**src/design/e2c_pkg.sv**
```systemverilog
// Shared types and constants for the epoch-to-calendar converter.
// Used by the channel interfaces, the month split and the top level.
// No dependencies.
`timescale 1ns / 1ps

package e2c_pkg;

   typedef logic [30:0] epoch_type;
   typedef logic [10:0] year_type;
   typedef logic [3:0]  month_type;
   typedef logic [4:0]  mday_type;
   typedef logic [4:0]  hour_type;
   typedef logic [5:0]  minute_type;
   typedef logic [5:0]  second_type;
   typedef logic [2:0]  weekday_type;
   typedef logic [8:0]  doy_type;

   // Calendar fields as they fill in along the pipeline.
   typedef struct packed {
      year_type    year;
      month_type   month;
      mday_type    day_of_month;
      hour_type    hour;
      minute_type  minute;
      second_type  second;
      weekday_type weekday;
   } cal_type;

   localparam int unsigned NUM_STAGES = 8;

   // 86400 = 128 * 675; the quotient by 675 uses a scaled reciprocal.
   localparam logic [16:0] SEC_PER_DAY   = 17'd86400;
   localparam logic [24:0] DAY_RECIP     = 25'd25451659;
   localparam int unsigned DAY_SHIFT     = 34;

   localparam logic [14:0] EPOCH_DAY_OFFSET = 15'd730;
   localparam logic [10:0] QUAD_DAYS     = 11'd1461;
   localparam logic [15:0] QUAD_RECIP    = 16'd45934;
   localparam int unsigned QUAD_SHIFT    = 26;
   localparam year_type    BASE_YEAR     = 11'd1968;

   localparam logic [10:0] YEAR1_START   = 11'd366;
   localparam logic [10:0] YEAR2_START   = 11'd731;
   localparam logic [10:0] YEAR3_START   = 11'd1096;

   // 3600 = 16 * 225.
   localparam logic [11:0] SEC_PER_HOUR  = 12'd3600;
   localparam logic [12:0] HOUR_RECIP    = 13'd4661;
   localparam int unsigned HOUR_SHIFT    = 20;

   // 60 = 4 * 15.
   localparam logic [5:0]  SEC_PER_MIN   = 6'd60;
   localparam logic [10:0] MIN_RECIP     = 11'd1093;
   localparam int unsigned MIN_SHIFT     = 14;

   localparam logic [14:0] WEEKDAY_BIAS  = 15'd3;

   // First day of each month in a common year, counted from zero.
   localparam doy_type MONTH_START [12] = '{
      9'd0, 9'd31, 9'd59, 9'd90, 9'd120, 9'd151,
      9'd181, 9'd212, 9'd243, 9'd273, 9'd304, 9'd334
   };

endpackage

```
**src/design/e2c_req_if.sv**
```systemverilog
// Request channel of the epoch-to-calendar converter: valid, ready, epoch.
// Depends on e2c_pkg.
`timescale 1ns / 1ps

interface e2c_req_if;
   import e2c_pkg::*;

   logic      valid;
   logic      ready;
   epoch_type epoch_seconds;

   modport source (output valid, output epoch_seconds, input ready);
   modport sink   (input valid, input epoch_seconds, output ready);
endinterface

```
**src/design/e2c_rsp_if.sv**
```systemverilog
// Result channel of the epoch-to-calendar converter: valid, ready, date fields.
// Depends on e2c_pkg.
`timescale 1ns / 1ps

interface e2c_rsp_if;
   import e2c_pkg::*;

   logic        valid;
   logic        ready;
   year_type    year;
   month_type   month;
   mday_type    day_of_month;
   hour_type    hour;
   minute_type  minute;
   second_type  second;
   weekday_type weekday;

   modport source (output valid, output year, output month, output day_of_month,
                   output hour, output minute, output second, output weekday,
                   input ready);
   modport sink   (input valid, input year, input month, input day_of_month,
                   input hour, input minute, input second, input weekday,
                   output ready);
endinterface

```
**src/design/e2c_month_split.sv**
```systemverilog
// Splits a zero-based day of year into month and day of month.
// Depends on e2c_pkg for the month start table.
`timescale 1ns / 1ps

module e2c_month_split (
   input  e2c_pkg::doy_type   doy,
   input  logic               leap,
   output e2c_pkg::month_type month,
   output e2c_pkg::mday_type  day_of_month
);
   import e2c_pkg::*;

   doy_type start;
   doy_type base;
   doy_type offset;

   // Month starts are increasing, so the last start not above doy wins.
   always_comb begin
      month = 4'd1;
      base  = '0;
      for (int m = 0; m < 12; m++) begin
         start = MONTH_START[m] + ((leap && m >= 2) ? 9'd1 : 9'd0);
         if (doy >= start) begin
            month = 4'(m + 1);
            base  = start;
         end
      end
      offset       = doy - base;
      day_of_month = 5'(offset + 9'd1);
   end

endmodule

```
**src/design/epoch_to_calendar_unit.sv**
```systemverilog
// Epoch-to-calendar converter: seconds since 1969-12-31 to date, time and weekday.
// Throughput: one request per cycle while results are taken; eight pipeline stages each with its own
// valid bit, so bubbles close up and a held result stalls only the full stages behind it.
// Reset clears all stage valid bits; the data path registers are not reset.
// Depends on e2c_pkg, e2c_req_if, e2c_rsp_if and e2c_month_split.
`timescale 1ns / 1ps

module epoch_to_calendar_unit (
   input logic       clock,
   input logic       reset,
   e2c_req_if.sink   req_chan,
   e2c_rsp_if.source rsp_chan
);
   import e2c_pkg::*;

   logic [NUM_STAGES-1:0] v_ff;
   logic [NUM_STAGES-1:0] v_in;
   logic [NUM_STAGES-1:0] adv;

   // A stage loads when it is empty or its contents move on.
   always_comb begin
      adv[NUM_STAGES-1] = !v_ff[NUM_STAGES-1] || rsp_chan.ready;
      for (int k = NUM_STAGES - 2; k >= 0; k--) begin
         adv[k] = !v_ff[k] || adv[k+1];
      end
      v_in[0] = req_chan.valid;
      for (int k = 1; k < NUM_STAGES; k++) begin
         v_in[k] = v_ff[k-1];
      end
   end

   always_ff @(posedge clock) begin
      if (reset) begin
         v_ff <= '0;
      end else begin
         for (int k = 0; k < NUM_STAGES; k++) begin
            if (adv[k]) begin
               v_ff[k] <= v_in[k];
            end
         end
      end
   end

   assign req_chan.ready = adv[0];

   // Stage 0: input register.
   epoch_type s0_ff;

   always_ff @(posedge clock) begin
      if (adv[0]) begin
         s0_ff <= req_chan.epoch_seconds;
      end
   end

   // Stage 1: day count by reciprocal multiply.
   logic [48:0] day_prod;
   logic [14:0] days1_in, days1_ff;
   epoch_type   s1_ff;

   assign day_prod = 49'(s0_ff[30:7]) * 49'(DAY_RECIP);
   assign days1_in = day_prod[DAY_SHIFT +: 15];

   always_ff @(posedge clock) begin
      if (adv[1]) begin
         days1_ff <= days1_in;
         s1_ff    <= s0_ff;
      end
   end

   // Stage 2: seconds in whole days, four-year block number, weekday.
   logic [31:0] day_secs;
   logic [14:0] dnum2_in, dnum2_ff;
   logic [30:0] quad_prod;
   logic [4:0]  quad2_in, quad2_ff;
   logic [30:0] day_secs2_ff;
   epoch_type   s2_ff;
   logic [14:0] wd_sum;
   logic [5:0]  wd_fold1;
   logic [3:0]  wd_fold2;
   cal_type     cal2_in, cal2_ff;

   assign day_secs  = 32'(days1_ff) * 32'(SEC_PER_DAY);
   assign dnum2_in  = days1_ff + EPOCH_DAY_OFFSET;
   assign quad_prod = 31'(dnum2_in) * 31'(QUAD_RECIP);
   assign quad2_in  = quad_prod[QUAD_SHIFT +: 5];

   // Eight is one modulo seven, so octal digits are summed and then folded.
   always_comb begin
      wd_sum   = days1_ff + WEEKDAY_BIAS;
      wd_fold1 = 6'(wd_sum[2:0]) + 6'(wd_sum[5:3]) + 6'(wd_sum[8:6])
               + 6'(wd_sum[11:9]) + 6'(wd_sum[14:12]);
      wd_fold2 = 4'(wd_fold1[2:0]) + 4'(wd_fold1[5:3]);
      cal2_in  = '0;
      cal2_in.weekday = (wd_fold2 >= 4'd7) ? 3'(wd_fold2 - 4'd7) : wd_fold2[2:0];
   end

   always_ff @(posedge clock) begin
      if (adv[2]) begin
         day_secs2_ff <= day_secs[30:0];
         dnum2_ff     <= dnum2_in;
         quad2_ff     <= quad2_in;
         s2_ff        <= s1_ff;
         cal2_ff      <= cal2_in;
      end
   end

   // Stage 3: time of day and day within the four-year block.
   logic [30:0] tod_full;
   logic [16:0] tod3_ff;
   logic [14:0] quad_days;
   logic [14:0] r_full;
   logic [10:0] r3_ff;
   logic [4:0]  quad3_ff;
   cal_type     cal3_ff;

   assign tod_full  = s2_ff - day_secs2_ff;
   assign quad_days = 15'(quad2_ff) * 15'(QUAD_DAYS);
   assign r_full    = dnum2_ff - quad_days;

   always_ff @(posedge clock) begin
      if (adv[3]) begin
         tod3_ff  <= tod_full[16:0];
         r3_ff    <= r_full[10:0];
         quad3_ff <= quad2_ff;
         cal3_ff  <= cal2_ff;
      end
   end

   // Stage 4: hour by reciprocal multiply; year and day of year.
   logic [25:0] hour_prod;
   logic [1:0]  yoff;
   logic [10:0] doy_full;
   logic        leap4_in, leap4_ff;
   doy_type     doy4_ff;
   logic [16:0] tod4_ff;
   cal_type     cal4_in, cal4_ff;

   assign hour_prod = 26'(tod3_ff[16:4]) * 26'(HOUR_RECIP);

   // The first year of each four-year block is the leap year.
   always_comb begin
      if (r3_ff < YEAR1_START) begin
         yoff = 2'd0; doy_full = r3_ff;
      end else if (r3_ff < YEAR2_START) begin
         yoff = 2'd1; doy_full = r3_ff - YEAR1_START;
      end else if (r3_ff < YEAR3_START) begin
         yoff = 2'd2; doy_full = r3_ff - YEAR2_START;
      end else begin
         yoff = 2'd3; doy_full = r3_ff - YEAR3_START;
      end
      leap4_in     = (yoff == 2'd0);
      cal4_in      = cal3_ff;
      cal4_in.hour = hour_prod[HOUR_SHIFT +: 5];
      cal4_in.year = BASE_YEAR + {4'd0, quad3_ff, 2'd0} + 11'(yoff);
   end

   always_ff @(posedge clock) begin
      if (adv[4]) begin
         doy4_ff  <= doy_full[8:0];
         leap4_ff <= leap4_in;
         tod4_ff  <= tod3_ff;
         cal4_ff  <= cal4_in;
      end
   end

   // Stage 5: seconds within the hour; month and day of month.
   logic [16:0] hour_secs;
   logic [16:0] rem_full;
   logic [11:0] rem5_ff;
   month_type   month5;
   mday_type    mday5;
   cal_type     cal5_in, cal5_ff;

   assign hour_secs = 17'(cal4_ff.hour) * 17'(SEC_PER_HOUR);
   assign rem_full  = tod4_ff - hour_secs;

   e2c_month_split u_month_split (
      .doy          (doy4_ff),
      .leap         (leap4_ff),
      .month        (month5),
      .day_of_month (mday5)
   );

   always_comb begin
      cal5_in              = cal4_ff;
      cal5_in.month        = month5;
      cal5_in.day_of_month = mday5;
   end

   always_ff @(posedge clock) begin
      if (adv[5]) begin
         rem5_ff <= rem_full[11:0];
         cal5_ff <= cal5_in;
      end
   end

   // Stage 6: minute by reciprocal multiply.
   logic [20:0] min_prod;
   logic [11:0] rem6_ff;
   cal_type     cal6_in, cal6_ff;

   assign min_prod = 21'(rem5_ff[11:2]) * 21'(MIN_RECIP);

   always_comb begin
      cal6_in        = cal5_ff;
      cal6_in.minute = min_prod[MIN_SHIFT +: 6];
   end

   always_ff @(posedge clock) begin
      if (adv[6]) begin
         rem6_ff <= rem5_ff;
         cal6_ff <= cal6_in;
      end
   end

   // Stage 7: second, then the result register.
   logic [11:0] min_secs;
   logic [11:0] sec_full;
   cal_type     cal7_in, cal7_ff;

   assign min_secs = 12'(cal6_ff.minute) * 12'(SEC_PER_MIN);
   assign sec_full = rem6_ff - min_secs;

   always_comb begin
      cal7_in        = cal6_ff;
      cal7_in.second = sec_full[5:0];
   end

   always_ff @(posedge clock) begin
      if (adv[7]) begin
         cal7_ff <= cal7_in;
      end
   end

   assign rsp_chan.valid        = v_ff[NUM_STAGES-1];
   assign rsp_chan.year         = cal7_ff.year;
   assign rsp_chan.month        = cal7_ff.month;
   assign rsp_chan.day_of_month = cal7_ff.day_of_month;
   assign rsp_chan.hour         = cal7_ff.hour;
   assign rsp_chan.minute       = cal7_ff.minute;
   assign rsp_chan.second       = cal7_ff.second;
   assign rsp_chan.weekday      = cal7_ff.weekday;

   a_accept_fills_stage0: assert property (@(posedge clock) disable iff (reset)
      req_chan.valid && req_chan.ready |=> v_ff[0])
      else $error("accepted request did not enter the first stage");

   a_tod_range: assert property (@(posedge clock) disable iff (reset)
      v_ff[3] |-> tod3_ff < SEC_PER_DAY)
      else $error("time of day out of range");

   a_date_range: assert property (@(posedge clock) disable iff (reset)
      rsp_chan.valid |-> rsp_chan.month >= 4'd1 && rsp_chan.month <= 4'd12
                      && rsp_chan.day_of_month >= 5'd1)
      else $error("month or day of month out of range");

   a_time_range: assert property (@(posedge clock) disable iff (reset)
      rsp_chan.valid |-> rsp_chan.hour <= 5'd23 && rsp_chan.minute <= 6'd59
                      && rsp_chan.second <= 6'd59 && rsp_chan.weekday <= 3'd6)
      else $error("time or weekday out of range");

   a_leap_day: assert property (@(posedge clock) disable iff (reset)
      rsp_chan.valid && rsp_chan.month == 4'd2 && rsp_chan.day_of_month > 5'd28
      |-> rsp_chan.year[1:0] == 2'd0 && rsp_chan.day_of_month == 5'd29)
      else $error("February day beyond the leap day");

endmodule
```
**src/flat_wrapper.sv**
```systemverilog
// flat-port wrapper written by rule: the top's interface ports become plain ports
module epoch_to_calendar_unit_flat import e2c_pkg::*;
  (clock, reset, req_chan_valid, req_chan_epoch_seconds, req_chan_ready, rsp_chan_valid, rsp_chan_year, rsp_chan_month, rsp_chan_day_of_month, rsp_chan_hour, rsp_chan_minute, rsp_chan_second, rsp_chan_weekday, rsp_chan_ready);
  e2c_req_if req_chan_i ();
  e2c_rsp_if rsp_chan_i ();
  input logic clock;
  input logic reset;
  input wire logic [$bits(req_chan_i.valid)-1:0] req_chan_valid;
  input wire logic [$bits(req_chan_i.epoch_seconds)-1:0] req_chan_epoch_seconds;
  output wire logic [$bits(req_chan_i.ready)-1:0] req_chan_ready;
  output wire logic [$bits(rsp_chan_i.valid)-1:0] rsp_chan_valid;
  output wire logic [$bits(rsp_chan_i.year)-1:0] rsp_chan_year;
  output wire logic [$bits(rsp_chan_i.month)-1:0] rsp_chan_month;
  output wire logic [$bits(rsp_chan_i.day_of_month)-1:0] rsp_chan_day_of_month;
  output wire logic [$bits(rsp_chan_i.hour)-1:0] rsp_chan_hour;
  output wire logic [$bits(rsp_chan_i.minute)-1:0] rsp_chan_minute;
  output wire logic [$bits(rsp_chan_i.second)-1:0] rsp_chan_second;
  output wire logic [$bits(rsp_chan_i.weekday)-1:0] rsp_chan_weekday;
  input wire logic [$bits(rsp_chan_i.ready)-1:0] rsp_chan_ready;
  assign req_chan_i.valid = req_chan_valid;
  assign req_chan_i.epoch_seconds = req_chan_epoch_seconds;
  assign req_chan_ready = req_chan_i.ready;
  assign rsp_chan_valid = rsp_chan_i.valid;
  assign rsp_chan_year = rsp_chan_i.year;
  assign rsp_chan_month = rsp_chan_i.month;
  assign rsp_chan_day_of_month = rsp_chan_i.day_of_month;
  assign rsp_chan_hour = rsp_chan_i.hour;
  assign rsp_chan_minute = rsp_chan_i.minute;
  assign rsp_chan_second = rsp_chan_i.second;
  assign rsp_chan_weekday = rsp_chan_i.weekday;
  assign rsp_chan_i.ready = rsp_chan_ready;
  epoch_to_calendar_unit u_core (.clock(clock), .reset(reset), .req_chan(req_chan_i), .rsp_chan(rsp_chan_i));
endmodule
```
**config.mk**
```make
export PLATFORM = sky130hd
export DESIGN_NAME = epoch_to_calendar_unit_flat
export DESIGN_NICKNAME = d
export VERILOG_FILES = /design/src/design/e2c_pkg.sv /design/src/design/e2c_req_if.sv /design/src/design/e2c_rsp_if.sv /design/src/design/e2c_month_split.sv /design/src/design/epoch_to_calendar_unit.sv /design/src/flat_wrapper.sv
export SDC_FILE = /design/constraint.sdc
export NUM_CORES = 1
export LEC_CHECK = 0
export BUFFER_PORTS_ARGS = -buffer_cell sky130_fd_sc_hd__buf_2
export CORE_ASPECT_RATIO = 0.9
export CORE_MARGIN = 2
export CORE_UTILIZATION = 65
export DETAILED_ROUTE_END_ITERATION = 8
export HOLD_SLACK_MARGIN = 0.08
export PLACE_DENSITY = 0.85
export SLEW_MARGIN = 20
export SYNTH_ARGS = -nofsm -noshare
export SYNTH_HDL_FRONTEND = slang
export SYNTH_SLANG_ARGS = --single-unit
```
**constraint.sdc**
```tcl
create_clock -name clock -period 9.05 [get_ports clock]
set_input_delay 0.4525 -clock clock [delete_from_list [all_inputs] [get_ports clock]]
set_output_delay 0.4525 -clock clock [all_outputs]
set_load 0.02 [all_outputs]
```
==> results.toml, run 1 <==
[logic_synthesis]
synth_mux_area_share_pct = 0.168
avgSynthCellArea_sq_um = 11.5
synth_area_leader_cell = "edfxtp_1"
synth_edf_count = 297
synth_xor_xnor_area_share_pct = 3.77
synth-compound-area-share_pct = 5.82
synth_warnings = 0
synthCells = 2652
synth_area_leaders = "edfxtp_1 29%, ha_1 26%, fa_1 21%"
synth_area_sq_um = 30500
synth_top_family_by_area = "adder cells"
synthAdderAreaFrac_pct = 47.4
ys_types = 67
yosysTopAreaCellShare_pct = 29.3
syn_nets = 3646
ys.flop_type = "edfxtp_1"
yosys.area_share.simple_pct = 4.00
yosysSeqAreaShare_pct = 29.8
synth_seq_cells = 305
ys_async_sr_fraction_pct = 0

[run_status]
status = "complete, no violations"

[critical_path]
worstPathArrival_ps = 8470
critPathCaptureType = "flip-flop"
critical_path_class = "flip-flop to flip-flop"
crit_top_cell = "inv_1"
crit_required_ps = 9320
slowest_stage = "fa_1"
cp-start-kind = "flip-flop"
slowest_delay_ps = 540
cp_max_fo = 8

[die]
die_area_sq_um = 48600
rows = 75
chipWidth_um = 232
initial_utilization_pct = 65.6
ios = 77
fp.dieH_um = 209
core_area_sq_um = 46500

[placement]
port_buffers = 76
gp_congestion = 0.963
dpl.hpwl_um = 51200

[routing]
ant_nets = 0
wirelength_um = 62500
firstDrtPassIters = 5
vias = 19000
routedWlPerCell_um = 18.2
viasPerCell = 5.54
drt_iter0_drc = 1056
drc = 0

[global_routing]
antenna_found_initial = 0
grt_pass1_vias = 20400
grt_first_pass_wirelength_um = 103000
globalRoute.totalOverflow = 0
grtUsageTotal_pct = 26.9
grt_max_degree = 47

[cts]
ctsLongestPathBuffers = 3
clockRootBuffer = "clkbuf_16"
cts_sinks = 305
clock_latency_ps = 540
cts_resized = 0
cts_tree = "built"
htree_levels = 2
clkSlewWorstSetupHoldPaths_ps = 60
cts_buffers = 36

[timing]
period_share_pct = 90.6
finalMaxSlewViolations = 0
finClkSkew_ps = 14.4
period_needed_ps = 8200
worst_slew_pin_slew_ps = 1080
hold_viol = 0
finalSetupViolCount = 0
fin_setup_tns_ps = 0
slew_headroom_pct = 27.3
fmax_mhz = 122
rsz0062_at_grt = "false"

[layout]
drive_above_1_share_pct = 5.73
fin_nets = 3779
antennaDiodeCount = 0
area_delta_synth_final_pct = 8.38

[job]
drv_cap = 0

[hold_path]
hold_path.class = "input port to flip-flop"
==> path summary, 6_finish.rpt <==
| check | startpoint | end | slack, ps | cells past startpoint |
|---|---|---|---|---|
| setup / recovery | u_core.days1_ff[3] | u_core.quad2_ff[0] | 850 | 29 |
| hold reg to reg | u_core.cal4_ff[35] | u_core.cal5_ff[35] | 410 | 0 |
| setup reg to reg | u_core.days1_ff[3] | u_core.quad2_ff[0] | 850 | 29 |
| hold / removal | req_chan_epoch_seconds[28] | u_core.s0_ff[28] | 100 | 1 |
==> layer usage <==
layer / GRT usage, % / vias up / wire length (um)
li1: - / 8931 / -
met1: 34.8 / 9394 / 25600
met2: 47.4 / 540 / 31700
met3: 3.64 / 113 / 3540
met4: 7.78 / 0 / 1650
met5: 0 / - / 0
==> flip-flops by register name, indices dropped and copies added, names as in the netlist, 6 cells and up <==
| register | cells |
|---|---|
| u_core.cal5_ff | 26 |
| u_core.r3_ff | 11 |
| u_core.dnum2_ff | 11 |
| u_core.rem6_ff | 6 |
| u_core.cal4_ff | 17 |
| u_core.cal6_ff | 32 |
| u_core.day_secs2_ff | 9 |
| u_core.v_ff | 8 |
| u_core.s1_ff | 17 |
| u_core.tod4_ff | 12 |
| u_core.days1_ff | 15 |
| u_core.rsp_chan.second | 6 |
| u_core.s0_ff | 31 |
| u_core.rsp_chan.minute | 6 |
| u_core.rsp_chan.year | 9 |
| u_core.tod3_ff | 17 |
| u_core.rem5_ff | 12 |
| u_core.doy4_ff | 9 |
| u_core.s2_ff | 17 |
==> logic make-up (layout without fill, tap and decap cells) <==
logic type,count (synthesis),after routing
XOR/XNOR,131,131
buffers and inverters,731,891
adder cells (fa/ha/maj),959,959
AND/OR/NAND/NOR,249,249
flip-flops,305,305
AO/OA/AOI/OAI,272,272
multiplexers,5,5
==> per-stage QoR <==
stage / setup WS [ps] / cells / hold slack [ps] / instance area (sq um) / util (%)
detailed placement: 1020 / 3335 / 405 / 31600 / 68.1
global placement: 1270 / 3335 / 403 / 31600 / 68.1
global route: 383 / 3428 / 88.8 / 33000 / 71.1
finish: 852 / 3428 / 96.3 / 33000 / 71.1
floorplan: 1790 / 2652 / 400 / 30500 / -
CTS: 992 / 3428 / 80.6 / 33000 / 71.0
==> what timing repair did <==
item	in CTS	in global routing
buffers inserted	0	0
hold endpoints to repair	28	0
hold buffers	28	0
==> critical path: cells and delay by family (launching register included) <==
kind	cells	cell delay, ps
simple gates	2	260
fa+ha+maj	8	3540
compound gates	10	2230
xor+xnor	2	670
buf+inv	7	660
flops	1	530
==> synthesized netlist by cell type (10+ instances only) <==
library cell and count:
ha_1 634, nor2b_1 16, a21oi_1 82, nand3_1 18, fa_1 325, and3_1 17, xnor2_1 88, nor3_1 21
nand2_1 60, clkbuf_1 21, inv_1 708, edfxtp_1 297, a21o_1 46, nor2_1 69, a211oi_1 10, o21ai_0 49
a31oi_1 15, xor2_1 43, nand4_1 15, nand2b_1 12
==> area by class of cell <==
class / instances / area (sq um)
multi-input combinational: 1616 / 18700
fill: 3171 / 13400
sequential: 305 / 9080
inverter: 708 / 2660
clock buffer: 43 / 927
tap: 616 / 771
timing repair buffer: 118 / 766
clock inverter: 22 / 161
==> placed cells by master, fill, tap and decap left out, drive strengths merged, types with 4 or more instances in the layout <==
cell / instances
inv: 711
ha: 634
fa: 325
edfxtp: 297
buf: 90
xnor2: 88
a21oi: 83
nor2: 69
nand2: 60
o21ai: 50
a21o: 46
xor2: 43
clkbuf: 43
dlygate4sd3: 28
nor3: 22
nand3: 19
and3: 17
nor2b: 16
nand4: 16
clkinv: 16
a31oi: 15
nand2b: 12
a211oi: 11
o211ai: 8
o21a: 8
dfxtp: 8
a21boi: 7
o31ai: 7
o21bai: 6
or2: 5
mux2i: 4
a31o: 4
Power of run 1 is left out: the tool's default activity adds up to more than one toggle a clock period on the data nets, which glitch-free logic cannot reach.
==> run 2: changes to the inputs <==
--- a/config.mk
+++ b/config.mk
@@ -5,11 +5,13 @@
 export SDC_FILE = /design/constraint.sdc
 export NUM_CORES = 1
 export LEC_CHECK = 0
+export ABC_AREA = 1
 export BUFFER_PORTS_ARGS = -buffer_cell sky130_fd_sc_hd__buf_2
 export CORE_ASPECT_RATIO = 0.9
 export CORE_MARGIN = 2
 export CORE_UTILIZATION = 65
 export DETAILED_ROUTE_END_ITERATION = 8
+export GPL_TIMING_DRIVEN = 0
 export HOLD_SLACK_MARGIN = 0.08
 export PLACE_DENSITY = 0.85
 export SLEW_MARGIN = 20
==> run 2 against run 1 <==
  * Utilization increased by 0.27 points
  * Synthesized cell count up 22%
  * Final area grew 6.8%
  * Register-to-register slack better by 850 ps
  * Maximum frequency is 12% higher
  * First-iteration DRC count increased by 66%
  * Non-clock buffer count fell by 4
  * Critical path type unchanged
==> results.toml, run 2 <==
[run_status]
status = "complete, no violations"

[timing]
finalMaxSlewViolations = 0
rsz0062_at_grt = "false"
slew_headroom_pct = 30.8
period_needed_ps = 7350
hold_slack_ps = 202
worst_slew_pin_slew_ps = 1030
period_share_pct = 81.2
hold_viol = 0
finalSetupViolCount = 0
fmax_mhz = 136
finClkSkew_ps = 18.3
fin_setup_tns_ps = 0

[global_routing]
antenna_found_initial = 2
grt_first_pass_wirelength_um = 116000
grtUsageTotal_pct = 28.3
grt_pass1_vias = 23300
globalRoute.totalOverflow = 0
grt_max_degree = 48

[logic_synthesis]
synthCells = 3246
netlist_top_cells_count = "840 x inv_1, 634 x ha_1, 325 x fa_1"
synth_warnings = 0
synth_seq_cells = 305
synth_edf_count = 297
yosysSeqAreaShare_pct = 27.8
synth_area_leaders = "edfxtp_1 27%, ha_1 24%, fa_1 20%"
synth.most_common_cell = "inv_1"
avgSynthCellArea_sq_um = 10.1
synth_area_leader_cell = "edfxtp_1"
ys.flop_type = "edfxtp_1"
synth_area_sq_um = 32700
yosysTopAreaCellShare_pct = 27.3
ys_async_sr_fraction_pct = 0
syn_nets = 4240
ys_types = 55

[die]
fp.dieH_um = 217
die_area_sq_um = 52100
ios = 77
initial_utilization_pct = 66.2
core_area_sq_um = 49400
rows = 77
chipWidth_um = 240

[critical_path]
slowest_delay_ps = 630
slowest_stage = "edfxtp_1"
worstPathArrival_ps = 7690
critPathCaptureType = "flip-flop"
crit_top_cell = "nand2_1"
cp_max_fo = 9
cp-start-kind = "flip-flop"
critical_path_class = "flip-flop to flip-flop"
cp_top_family = "adder cells"
worst-path-buf-inv = 6
crit_required_ps = 9400

[cts]
clock_latency_ps = 600
cts_buffers = 30
cts_tree = "built"
cts_sinks = 305
clkSlewWorstSetupHoldPaths_ps = 60
cts_resized = 0
htree_levels = 1
ctsLongestPathBuffers = 3
clockRootBuffer = "clkbuf_16"

[routing]
wirelength_um = 70600
drc = 0
vias = 22300
drt_iter0_drc = 1750
viasPerCell = 5.46
routedWlPerCell_um = 17.3
firstDrtPassIters = 6
ant_nets = 0

[job]
drv_cap = 0

[layout]
fin_nets = 4378
antennaDiodeCount = 0
design_area_sq_um = 35300
largest_reg_flops = 32
fin_cells = 4079
final_cell_mix = "839 x inv_1, 634 x ha_1, 325 x fa_1, 304 x nand2_1, 297 x edfxtp_1"
final_common_cell = "inv_1"
area_delta_synth_final_pct = 7.80
regMostFlops = "u_core.cal6_ff"
top_regs = "u_core.cal6_ff x32, u_core.s0_ff x31, u_core.cal5_ff x26"
drive_above_1_share_pct = 5.84

[placement]
placed_cells = 3992
gp_congestion = 0.973
placed_area_sq_um = 33900
port_buffers = 75
dpl.hpwl_um = 57200

[hold_path]
hold_path.class = "input port to flip-flop"
## run 2: changes by cell type after synthesis, moves of 15 or more
cell      delta
a21o_1      -32
a21oi_1     +73
and3_1      -16
clkbuf_1    -19
inv_1      +132
inv_2       +15
nand2_1    +244
nand3_1     +59
nor2_1      +93
nor2b_1     -16
o21ai_0     +47
xnor2_1     -47
xor2_1      +45
## run 2: cell type report
cell class | instances | area (sq um)
multi-input combinational | 2076 | 20400
fill | 3448 | 14200
sequential | 305 | 9080
inverter | 857 | 3220
tap | 671 | 840
clock buffer | 41 | 832
timing repair buffer | 106 | 686
clock inverter | 15 | 165
buffer | 8 | 53.8
## run 2: path summary, 6_finish.rpt
path	start	end	slack [ps]	cells after the start
worst max-delay path	u_core.days1_ff[2]	u_core.quad2_ff[4]	1700	30
worst min-delay path	req_chan_valid	u_core.v_ff[0]	200	3
worst max register to register	u_core.days1_ff[2]	u_core.quad2_ff[4]	1700	30
worst min register to register	u_core.s0_ff[0]	u_core.s1_ff[0]	410	0
## run 2: stage by stage
| step | setup slack [ps] | utilization [%] |
|---|---|---|
| after floorplan | 2570 | - |
| after global placement | 1580 | 68.6 |
| after detailed placement | 1480 | 68.7 |
| after CTS | 1480 | 71.3 |
| after global routing | 1250 | 71.3 |
| final | 1700 | 71.3 |
## run 2: worst register-to-register path: cells and delay by family (launching register included)
family / cells / cell delay (ps)
buffers and inverters: 6 / 480
AND/OR/NAND/NOR: 9 / 900
adder cells (fa/ha/maj): 8 / 3500
flip-flops: 1 / 630
XOR/XNOR: 1 / 590
AO/OA/AOI/OAI: 6 / 1020
## run 2: metal layers
layer / track usage [%] / routed length, um / vias up
met4: 8.70 / 2130 / 4
met3: 4.13 / 4680 / 170
met5: 0 / 23 / -
met2: 48.0 / 33400 / 726
li1: - / - / 10700
met1: 37.7 / 30300 / 10600
## run 2: kinds of logic (layout without fill, tap and decap cells)
family / count (synthesis) / count (layout) / synth area share, %
adder cells (fa/ha/maj): 959 / 959 / 44.1
buffers and inverters: 865 / 1027 / 10.0
AND/OR/NAND/NOR: 635 / 635 / 8.43
AO/OA/AOI/OAI: 350 / 350 / 6.07
flip-flops: 305 / 305 / 27.8
XOR/XNOR: 130 / 130 / 3.50
multiplexers: 2 / 2 / 0.0803
## run 2: timing repair
action | CTS | global route
hold endpoints to repair | 31 | 0
hold buffers | 31 | 0
buffers inserted | 0 | 0
Power of run 2 is left out for the same reason.
